===== src/sv/max_subarray_sum_len_multiple_k_core_assert.svh =====
// Assertion macros for the core; empty when SYNTH is defined.
`ifndef MAX_SUBARRAY_SUM_LEN_MULTIPLE_K_CORE_ASSERT_SVH
`define MAX_SUBARRAY_SUM_LEN_MULTIPLE_K_CORE_ASSERT_SVH
`ifndef SYNTH
`define MSSK_ASSERT(lbl, prop, msg) \
    lbl: assert property (@(posedge clk) disable iff (!rst_n) (prop)) else $error(msg);
`define MSSK_ASSERT_NEXT(lbl, ante, cons, msg) \
    lbl: assert property (@(posedge clk) disable iff (!rst_n) (ante) |=> (cons)) else $error(msg);
`else
`define MSSK_ASSERT(lbl, prop, msg)
`define MSSK_ASSERT_NEXT(lbl, ante, cons, msg)
`endif
`endif


===== src/sv/mssk_pkg.sv =====
`timescale 1ns / 1ps

package mssk_pkg;

    localparam int MAX_K_DEF = 1024;
    localparam int VALUE_W   = 32;
    localparam int SUM_W     = 64;
    localparam int CFG_W     = 11;
    localparam int OUT_DEPTH = 4;

    localparam logic [CFG_W-1:0] CFG_K_RST = CFG_W'(1);
    localparam logic [SUM_W-1:0] SUM_MIN   = {1'b1, {(SUM_W-1){1'b0}}};

    typedef struct packed {
        logic [SUM_W-1:0] best_sum;
        logic             found;
    } res_t;

endpackage


===== src/sv/mssk_ofifo.sv =====
`timescale 1ns / 1ps

module mssk_ofifo #(
    parameter int DEPTH = mssk_pkg::OUT_DEPTH,
    parameter int PW    = (DEPTH > 1) ? $clog2(DEPTH) : 1,
    parameter int CW    = $clog2(DEPTH + 1)
) (
    input  logic           clk,
    input  logic           rst_n,
    input  logic           push,
    input  mssk_pkg::res_t push_data,
    input  logic           pop,
    output mssk_pkg::res_t head,
    output logic           not_empty,
    output logic [CW-1:0]  count
);

    mssk_pkg::res_t store [DEPTH];
    logic [PW-1:0] wr_ptr_reg, wr_ptr_next;
    logic [PW-1:0] rd_ptr_reg, rd_ptr_next;
    logic [CW-1:0] cnt_reg, cnt_next;
    logic          do_pop;

    assign not_empty = (cnt_reg != '0);
    assign do_pop    = pop && not_empty;
    assign head      = store[rd_ptr_reg];
    assign count     = cnt_reg;

    always_comb
    begin
        wr_ptr_next = wr_ptr_reg;
        rd_ptr_next = rd_ptr_reg;
        cnt_next    = cnt_reg;
        if (push)
        begin
            wr_ptr_next = (wr_ptr_reg == PW'(DEPTH - 1)) ? '0 : wr_ptr_reg + PW'(1);
        end
        if (do_pop)
        begin
            rd_ptr_next = (rd_ptr_reg == PW'(DEPTH - 1)) ? '0 : rd_ptr_reg + PW'(1);
        end
        if (push && !do_pop)
        begin
            cnt_next = cnt_reg + CW'(1);
        end
        else if (!push && do_pop)
        begin
            cnt_next = cnt_reg - CW'(1);
        end
    end

    always_ff @(posedge clk or negedge rst_n)
    begin
        if (!rst_n)
        begin
            wr_ptr_reg <= '0;
            rd_ptr_reg <= '0;
            cnt_reg    <= '0;
        end
        else
        begin
            wr_ptr_reg <= wr_ptr_next;
            rd_ptr_reg <= rd_ptr_next;
            cnt_reg    <= cnt_next;
        end
    end

    always_ff @(posedge clk)
    begin
        if (push)
        begin
            store[wr_ptr_reg] <= push_data;
        end
    end

endmodule


===== config.mk =====
export PLATFORM = sky130hd
export DESIGN_NAME = mssk_ofifo
export DESIGN_NICKNAME = d
export VERILOG_FILES = /design/src/sv/max_subarray_sum_len_multiple_k_core_assert.svh /design/src/sv/mssk_pkg.sv /design/src/sv/mssk_ofifo.sv
export SDC_FILE = /design/constraint.sdc
export NUM_CORES = 1
export LEC_CHECK = 0
export ABC_AREA = 1
export BUFFER_PORTS_ARGS = -buffer_cell sky130_fd_sc_hd__buf_2
export CORE_UTILIZATION = 54
export CTS_BUF_LIST = sky130_fd_sc_hd__clkbuf_4 sky130_fd_sc_hd__clkbuf_8
export DETAILED_ROUTE_END_ITERATION = 6
export PLACE_DENSITY = 0.8
export RECOVER_POWER = 100
export SLEW_MARGIN = 20
export SYNTH_ARGS = -nofsm -noshare
export SYNTH_HDL_FRONTEND = slang
export SYNTH_SLANG_ARGS = --single-unit

===== constraint.sdc =====
create_clock -name clk -period 2.5 [get_ports clk]
set_input_delay 0.25 -clock clk [delete_from_list [all_inputs] [get_ports clk]]
set_output_delay 0.25 -clock clk [all_outputs]
set_load 0.1 [all_outputs]

==> results of run 1 <==
synth_stat cells (2+ instances only):
| cell | count | area [sq um] |
|---|---|---|
| nor2_1 | 3 | 11.26 |
| nand2_1 | 214 | 803.3 |
| ha_1 | 6 | 75.07 |
| dfrtp_1 | 7 | 175.2 |
| o211ai_1 | 114 | 855.8 |
| edfxtp_1 | 260 | 7807 |
| o211ai_2 | 16 | 200.2 |
| buf_4 | 5 | 37.54 |
| clkbuf_1 | 3 | 11.26 |
| buf_6 | 19 | 214.0 |
| buf_2 | 16 | 80.08 |
| inv_1 | 140 | 525.5 |
| nand3_1 | 3 | 15.01 |
| o21ai_0 | 2 | 10.01 |
area by class of cell:
class | instances | area (sq um) | share of cell area, %
multi-input combinational | 361 | 2006 | 14.79
sequential | 267 | 7990 | 58.91
tap | 265 | 331.6 | 2.445
clock inverter | 28 | 237.7 | 1.753
antenna | 1 | 2.502 | 0.01845
inverter | 141 | 533.0 | 3.930
timing repair buffer | 221 | 1848 | 13.63
clock buffer | 46 | 614.3 | 4.530
worst max-delay path: stages (launching register included):
cell      delay, ns
dfrtp_2        0.37
buf_6          0.52
o211ai_1       0.21
nand2_1        0.14
clkbuf_4       0.34
repair_timing:
item	in CTS	in global routing
buffers inserted	0	1
gates resized for setup	0	1
setup endpoints to repair	0	35
hold buffers	67	0
hold endpoints to repair	269	0
routing by layer:
metal / vias up / routed length, microns
met4: 0 / 457
met5: - / 0
met2: 241 / 11850
li1: 3268 / -
met1: 3312 / 8562
met3: 44 / 1328
how the worst min path moves through the flow:
stage               startpoint                         to  slack, ns
finish                    push  wr_ptr_reg[1]$_DFFE_PN0P_       0.09
global route              push  wr_ptr_reg[1]$_DFFE_PN0P_       0.08
CTS                       push  wr_ptr_reg[1]$_DFFE_PN0P_       0.06
detailed placement       rst_n       count[2]$_DFFE_PN0P_        0.1
global placement         rst_n       count[0]$_DFFE_PN0P_       0.09
floorplan                rst_n       count[0]$_DFFE_PN0P_      -0.05
stage by stage:
stage,worst slack (ns),hold slack (ns),cells,cell area (sq um)
after floorplan,0.1577,-0.04559,812,10870
after global placement,0.6162,0.08930,1187,12780
after detailed placement,0.5782,0.09516,1187,12780
after CTS,0.01888,0.06218,1328,14310
after global routing,0.05794,0.08463,1330,13560
final,0.1575,0.08644,1330,13560
cells by family after synthesis:
group / synth area share (%)
and+or+nand+nor: 7.696
xor gates and xnor gates: 0.08066
DFF: 73.50
AOI/OAI and AO/OA: 9.816
adders and majority gates: 0.8756
buffers and inverters: 8.030
==> flow_summary.yaml, run 1 <==
floorplan:
  pin_count: 138
  initial_core_util_pct: 55.44
  core.rowCount: 51
  die_w_microns: 143.8
  dieArea_sq_mm: 0.02068
  die_h_microns: 143.8
  core_area_sq_mm: 0.01959
cells_and_area:
  drive_above_1_share_pct: 16.17
  syn_to_final_growth_pct: 24.88
  final_common_cell: "edfxtp_1"
  fillCellCount: 1315
  largest-register: "store"
  utilization_pct: 69.23
  finalNetCount: 1109
  largest_reg_flops: 260
  layout_common_cells: "edfxtp_1 (260), nand2_1 (214), inv_1 (137), o211ai_1 (114), clkbuf_1 (69)"
setup_path:
  crit_path_end: "head[51]"
  critical_path.startpoint: "rd_ptr_reg[1]$_DFFE_PN0P_"
  r2r-end: "store[3][31]$_DFFE_PP_"
  critPathLaunchType: "register"
  cp-end-kind: "output pin"
  r2r_cells: 4
  cp_max_fo: 67
  critical_path_required_ns: 2.25
  worstSetupPathType: "reg -> out"
  r2r_setup_slack_ns: 0.25
  crit_arrival_ns: 2.09
  r2r_start: "wr_ptr_reg[0]$_DFFE_PN0P_"
route:
  drc_errors: 0
  drt_wl_total_microns: 22200
  vias_per_cell: 5.162
  route.vias.total: 6865
  dr.pass1.iters: 4
  wl_per_cell_microns: 16.69
  drt_iter0_drc: 358
  ant_nets: 0
sta:
  slew_viol_final: 0
  tns_ns: 0
  setup_viol: 0
  slew_headroom_pct: 22.85
  tightest_slew_ns: 1.162
  worst_clock_skew_ns: 0.02118
  fmax_mhz: 426.9
  hold_viol: 0
  post-route-period-util_pct: 93.70
  fin_crit_ns: 2.343
  rsz0062_at_grt: "no"
yosys:
  yosysSeqAreaShare_pct: 73.50
  syn_nets: 888
  synth_cell_types: 18
  avgSynthCellArea_sq_um: 13.37
  synth_ff_type: "edfxtp_1"
  async_flop_share_pct: 2.622
  yosys_warnings: 0
  netlist_area_sq_mm: 0.01086
  ys_seq_elements: 267
  synth_edf_count: 260
  syn_inst: 812
cts:
  tritoncts.num_buffers: 41
  insertion_delay_ns: 0.53
  path_clk_slew_ns: 0.06
  cts_buffer_depth: 3
  cts_max_level: 2
  clock-root-buffer: "clkbuf_8"
  cts_tree: "built"
  cts.sinks: 267
grt:
  grt_start_max_net_pins: 68
  grt-busiest-layer: "met2"
  grtUsageMet1_pct: 25.31
  gr-usage-met3_pct: 4.199
  antenna_found_initial: 1
  grt_overflow: 0
  gr-usage-all-layers_pct: 21.84
  global_route.usage.met2_pct: 40.01
  grt_pass1_vias: 6967
  grt_pass1_wl_microns: 34090
outcome:
  status: "finished, final reports clean"
placement:
  dp_hpwl_microns: 12670
  port_buffers: 137
  place.gp.congestion: 0.7533
job:
  cap_violations: 0
worst_hold_path:
  hold_path.class: "in -> reg"
  whs_path_depth: 2
Power of run 1 is not shown: default switching activity piles up to over one toggle a cycle in this logic, so the estimate is an artifact.
==> inputs of run 2 (changes only) <==
--- a/config.mk
+++ b/config.mk
@@ -8,7 +8,7 @@
 export ABC_AREA = 1
 export BUFFER_PORTS_ARGS = -buffer_cell sky130_fd_sc_hd__buf_2
 export CORE_UTILIZATION = 54
-export CTS_BUF_LIST = sky130_fd_sc_hd__clkbuf_4 sky130_fd_sc_hd__clkbuf_8
+export CTS_BUF_LIST = sky130_fd_sc_hd__clkbuf_4
 export DETAILED_ROUTE_END_ITERATION = 6
 export PLACE_DENSITY = 0.8
 export RECOVER_POWER = 100
==> run 2 against run 1 <==
Hold slack better by 0.33 ns. Core utilization is 0.13 points lower. Global-route usage up 0.75 points. Wire length grew 2.0%. Register-to-register slack worse by 0.14 ns.
==> flow_summary.yaml, run 2 (synthesis results as in run 1) <==
outcome:
  status: "finished, final reports clean"
setup_path:
  critPathLaunchType: "register"
  cp_max_fo: 27
  crit_buf_inv: 3
  cp-end-kind: "register"
  cpPeakStageDelay_ns: 0.72
  cp_slowest_cell: "clkinvlp_2"
  critical_path_required_ns: 2.81
  crit_arrival_ns: 2.70
  worstSetupPathType: "reg -> reg"
  crit_chain: "inv_1 -> ha_1 -> nand2_1 -> clkinvlp_2 -> buf_4"
  crit_family: "buffers and inverters"
  r2r_setup_slack_ns: 0.11
floorplan:
  die_h_microns: 143.8
  dieArea_sq_mm: 0.02068
  die_w_microns: 143.8
  initial_core_util_pct: 55.44
  pin_count: 138
  core.rowCount: 51
  core_area_sq_mm: 0.01959
cells_and_area:
  largest-register: "store"
  fillCellCount: 1360
  seq_area_sq_mm: 0.007990
  syn_to_final_growth_pct: 24.65
  finalNetCount: 1136
  multi_input_area_sq_mm: 0.002006
  layout_common_cells: "edfxtp_1 (260), nand2_1 (214), inv_1 (137), o211ai_1 (114), clkbuf_4 (92)"
  final_common_cell: "edfxtp_1"
  largest_reg_flops: 260
  drive_above_1_share_pct: 18.51
sta:
  hold_viol: 0
  rsz0062_at_grt: "no"
  fmax_mhz: 417.9
  worst_clock_skew_ns: 0.04994
  slew_headroom_pct: 22.89
  tightest_slew_ns: 1.162
  setup_viol: 0
  tns_ns: 0
  slew_viol_final: 0
  fin_crit_ns: 2.393
  post-route-period-util_pct: 95.72
grt:
  antenna_found_initial: 3
  grt_start_max_net_pins: 68
  grt_pass1_vias: 7223
  grt_pass1_wl_microns: 34890
  gr-usage-all-layers_pct: 22.60
  grt_overflow: 0
cts:
  cts_buffer_depth: 3
  cts_max_level: 3
  path_clk_slew_ns: 0.06
  clock-root-buffer: "clkbuf_4"
  cts_tree: "built"
  cts.sinks: 267
  insertion_delay_ns: 0.65
  tritoncts.num_buffers: 66
route:
  dr.pass1.iters: 5
  vias_per_cell: 5.090
  drt_wl_total_microns: 22650
  wl_per_cell_microns: 16.53
  drc_errors: 0
  route.vias.total: 6973
  drt_iter0_drc: 389
  ant_nets: 0
placement:
  place.gp.congestion: 0.7533
  port_buffers: 137
  dp_hpwl_microns: 12670
job:
  cap_violations: 0
worst_hold_path:
  hold_path.class: "in -> reg"
## run 2: cell count changes in the layout (fill, tap and decap cells not counted), sizes merged, moves of 4 or more
cell | previous run | this run
buf | 43 | 81
bufinv | 4 | 0
clkbuf | 157 | 164
clkinv | 22 | 17
## run 2: area by class of cell
type / count / area share (%)
Timing Repair Buffer: 223 / 14.14
Multi-Input combinational cell: 361 / 14.82
Clock inverter: 19 / 0.5360
Clock buffer: 91 / 5.046
Inverter: 141 / 3.937
Tap cell: 265 / 2.449
Sequential cell: 267 / 59.02
Antenna cell: 3 / 0.05545
## run 2: repair_timing
item	CTS	global route
endpoints found under the hold margin	271	0
gates resized for setup	1	0
hold buffers	69	0
buffers inserted	1	0
setup endpoints to repair	65	0
## run 2: final timing paths
path	cells after the start	endpoint	startpoint
setup / recovery	5	store[0][41]$_DFFE_PP_	wr_ptr_reg[0]$_DFFE_PN0P_
hold / removal	2	store[3][22]$_DFFE_PP_	push_data[22]
setup reg to reg	5	store[0][41]$_DFFE_PP_	wr_ptr_reg[0]$_DFFE_PN0P_
hold reg to reg	2	count[2]$_DFFE_PN0P_	count[2]$_DFFE_PN0P_
max in group asynchronous	3	rd_ptr_reg[0]$_DFFE_PN0P_	rst_n
min in group asynchronous	3	wr_ptr_reg[1]$_DFFE_PN0P_	rst_n
## run 2: layer usage
layer,global-route usage (%),routed length [microns]
met1,25.21,8680
met2,40.55,12100
met3,5.332,1287
met4,10.97,577
met5,0,0
## run 2: per-stage QoR
step           setup slack [ns]  hold WS, ns  instance area (sq um)  cells  util (%)
2_1_floorplan            0.1577     -0.04559                  10870    812         -
3_3_place_gp             0.6162      0.08930                  12780   1187     65.26
3_5_place_dp             0.5782      0.09516                  12780   1187     65.26
4_1_cts                 0.08045       0.3075                  14250   1367     72.72
5_1_grt                 0.01199       0.3987                  13540   1370     69.11
6_report                 0.1069       0.4213                  13540   1370     69.11
## run 2: worst register-to-register path: cells and delay by family, from the launching register on
family	cells	cell delay, ns
adder cells (fa/ha/maj)	1	0.20
buffers and inverters	3	1.40
flip-flops	1	0.41
AND/OR/NAND/NOR	1	0.08
Power of run 2 is left out for the same reason.
==> inputs of run 3 (changes only) <==
--- a/config.mk
+++ b/config.mk
@@ -5,12 +5,12 @@
 export SDC_FILE = /design/constraint.sdc
 export NUM_CORES = 1
 export LEC_CHECK = 0
-export ABC_AREA = 1
 export BUFFER_PORTS_ARGS = -buffer_cell sky130_fd_sc_hd__buf_2
-export CORE_UTILIZATION = 54
+export CAP_MARGIN = 20
+export CORE_UTILIZATION = 53
 export CTS_BUF_LIST = sky130_fd_sc_hd__clkbuf_4
 export DETAILED_ROUTE_END_ITERATION = 6
-export PLACE_DENSITY = 0.8
+export PLACE_DENSITY = 0.78
 export RECOVER_POWER = 100
 export SLEW_MARGIN = 20
 export SYNTH_ARGS = -nofsm -noshare
==> run 3 against run 2 <==
Sequential cell count stayed put. Clock skew is 0.017 ns higher. Die area is 7.7% lower. The run now ends with DRC left.
==> flow_summary.yaml, run 3 <==
grt:
  antenna_found_initial: 2
  grt_overflow: 0
  grt_pass1_vias: 5554
  grt_start_max_net_pins: 33
  grt_pass1_wl_microns: 29090
  gr-usage-all-layers_pct: 20.59
yosys:
  synth_ff_type: "edfxtp_1"
  avgSynthCellArea_sq_um: 26.13
  yosys_warnings: 0
  syn_nets: 452
  yosys.area.top_type: "edfxtp_1"
  synth_edf_count: 260
  netlist_top_cells_count: "edfxtp_1 (260), mux4_2 (65), dfrtp_1 (7), ha_1 (6), buf_2 (5)"
  ys_seq_elements: 267
  syn_inst: 376
  netlist_area_sq_mm: 0.009823
  yosysSeqAreaShare_pct: 81.26
  synthTopCellsByArea: "edfxtp_1 (79%), mux4_2 (15%), dfrtp_1 (1.8%), buf_12 (0.82%), ha_1 (0.76%)"
  synth_cell_types: 19
  synth_top_cell_area_share_pct: 79.48
  async_flop_share_pct: 2.622
  post-synth-top-count-cell: "edfxtp_1"
cells_and_area:
  fillCellCount: 1145
  largest-register: "store"
  drive_above_1_share_pct: 36.78
  multi_input_area_sq_mm: 0.001687
  syn_to_final_growth_pct: 27.55
  layout_common_cells: "edfxtp_1 (260), clkbuf_4 (94), dlygate4sd3_1 (69), clkbuf_1 (68), mux4_2 (65)"
  seq_area_sq_mm: 0.007993
  finalNetCount: 729
  final_common_cell: "edfxtp_1"
  largest_reg_flops: 260
route:
  vias_per_cell: 5.387
  drt_wl_total_microns: 18790
  drt_iter0_drc: 329
  ant_nets: 0
  route.vias.total: 4994
  dr.pass1.iters: 7
  drc_errors: 28
  wl_per_cell_microns: 20.27
cts:
  clock-root-buffer: "clkbuf_4"
  path_clk_slew_ns: 0.08
  cts_buffer_depth: 3
  insertion_delay_ns: 0.65
  cts_tree: "built"
  cts_max_level: 3
  tritoncts.num_buffers: 68
  cts.sinks: 267
setup_path:
  crit_family: "multiplexers"
  crit_arrival_ns: 2.15
  critPathLaunchType: "register"
  cp_slowest_cell: "mux4_2"
  cpPeakStageDelay_ns: 0.54
  crit_chain: "buf_16 -> mux4_2 -> buf_4"
  worstSetupPathType: "reg -> out"
  critical_path_required_ns: 2.25
  cp-end-kind: "output pin"
  crit_buf_inv: 2
  cp_max_fo: 23
placement:
  place.gp.congestion: 0.7128
  port_buffers: 137
  dp_hpwl_microns: 10730
sta:
  worst_clock_skew_ns: 0.06655
  fmax_mhz: 416.5
  tns_ns: 0
  slew_viol_final: 0
  setup_viol: 0
  rsz0062_at_grt: "yes"
  hold_viol: 0
  post-route-period-util_pct: 96.04
  fin_crit_ns: 2.401
  tightest_slew_ns: 1.163
  slew_headroom_pct: 22.44
floorplan:
  core.rowCount: 49
  core_area_sq_mm: 0.01809
  dieArea_sq_mm: 0.01908
  initial_core_util_pct: 54.31
  pin_count: 138
  die_h_microns: 138.1
  die_w_microns: 138.1
outcome:
  violations: "DRC"
  status: "finished with violations"
job:
  cap_violations: 0
worst_hold_path:
  hold_path.class: "in -> reg"
[run 3: cell types whose count changed in the layout (fill, tap and decap cells not counted), moves of 7 or more]
cell | before | now
buf_4 | 14 | 40
o211ai_2 | 16 | 0
buf_12 | 11 | 4
nand2_1 | 214 | 3
buf_6 | 52 | 27
o211ai_1 | 114 | 0
mux4_2 | 0 | 65
inv_1 | 137 | 3
[run 3: timing repair]
item / 4_1_cts / 5_1_grt
hold buffers: 69 / 0
gates cloned: 1 / 0
endpoints found under the setup margin: 65 / 38
gates resized for setup: 70 / 24
setup buffers: 1 / 0
endpoints found under the hold margin: 271 / 0
[run 3: final timing paths]
path / endpoint / slack, ns / depth (start not counted) / start
min in group asynchronous: rd_ptr_reg[1]$_DFFE_PN0P_ / 0.63 / 3 / rst_n
max in group asynchronous: count[1]$_DFFE_PN0P_ / 1.57 / 3 / rst_n
hold reg to reg: count[2]$_DFFE_PN0P_ / 0.48 / 1 / count[2]$_DFFE_PN0P_
setup / recovery: head[1] / 0.1 / 3 / rd_ptr_reg[0]$_DFFE_PN0P_
setup reg to reg: store[0][8]$_DFFE_PP_ / 0.15 / 4 / wr_ptr_reg[0]$_DFFE_PN0P_
hold / removal: store[2][5]$_DFFE_PP_ / 0.41 / 2 / push_data[5]
[run 3: through the flow]
| stage | cell area [sq um] | setup slack (ns) | utilization, % | cells | hold slack [ns] |
|---|---|---|---|---|---|
| 2_1_floorplan | 9837 | 0.01952 | - | 376 | -0.04559 |
| 3_3_place_gp | 10880 | 0.4542 | 60.16 | 741 | 0.08474 |
| 3_5_place_dp | 10880 | 0.2810 | 60.16 | 741 | 0.09067 |
| 4_1_cts | 12570 | -0.01082 | 69.49 | 925 | 0.3036 |
| 5_1_grt | 12530 | -0.03012 | 69.28 | 927 | 0.3655 |
| 6_report | 12530 | 0.09901 | 69.28 | 927 | 0.4094 |
[run 3: cell type report]
type                       count  area share (%)
clock inverter                20          0.6291
antenna                        2         0.03994
tap                          229           2.287
multi-input combinational     91           13.46
clock buffer                  93           5.572
inverter                       3         0.08987
timing repair buffer         222           14.13
sequential                   267           63.79
[run 3: cells by family (layout without fill, tap and decap cells)]
family | after synthesis | in the layout | synth area share, %
AOI/OAI and AO/OA | 2 | 2 | 0.1019
xor gates and xnor gates | 3 | 3 | 0.2675
adders and majority gates | 7 | 7 | 0.9680
buffers and inverters | 18 | 338 | 1.605
DFF | 267 | 267 | 81.26
muxes | 68 | 68 | 15.25
other | 0 | 2 | 0
and+or+nand+nor | 11 | 11 | 0.5477
[run 3: per-layer routing]
metal	vias up	GRT usage (%)	wire length [microns]
met5	-	0	0
met4	0	9.284	345
met3	32	5.473	1114
met2	181	35.07	9905
met1	2566	24.90	7423
li1	2215	-	-
[run 3: worst register-to-register path, cell delays in order, from the launching register on]
cell     delay (ns)
dfrtp_1        0.42
inv_1          0.12
ha_1           0.15
and2_1         0.88
buf_2          0.47
Power of run 3 is left out for the same reason.
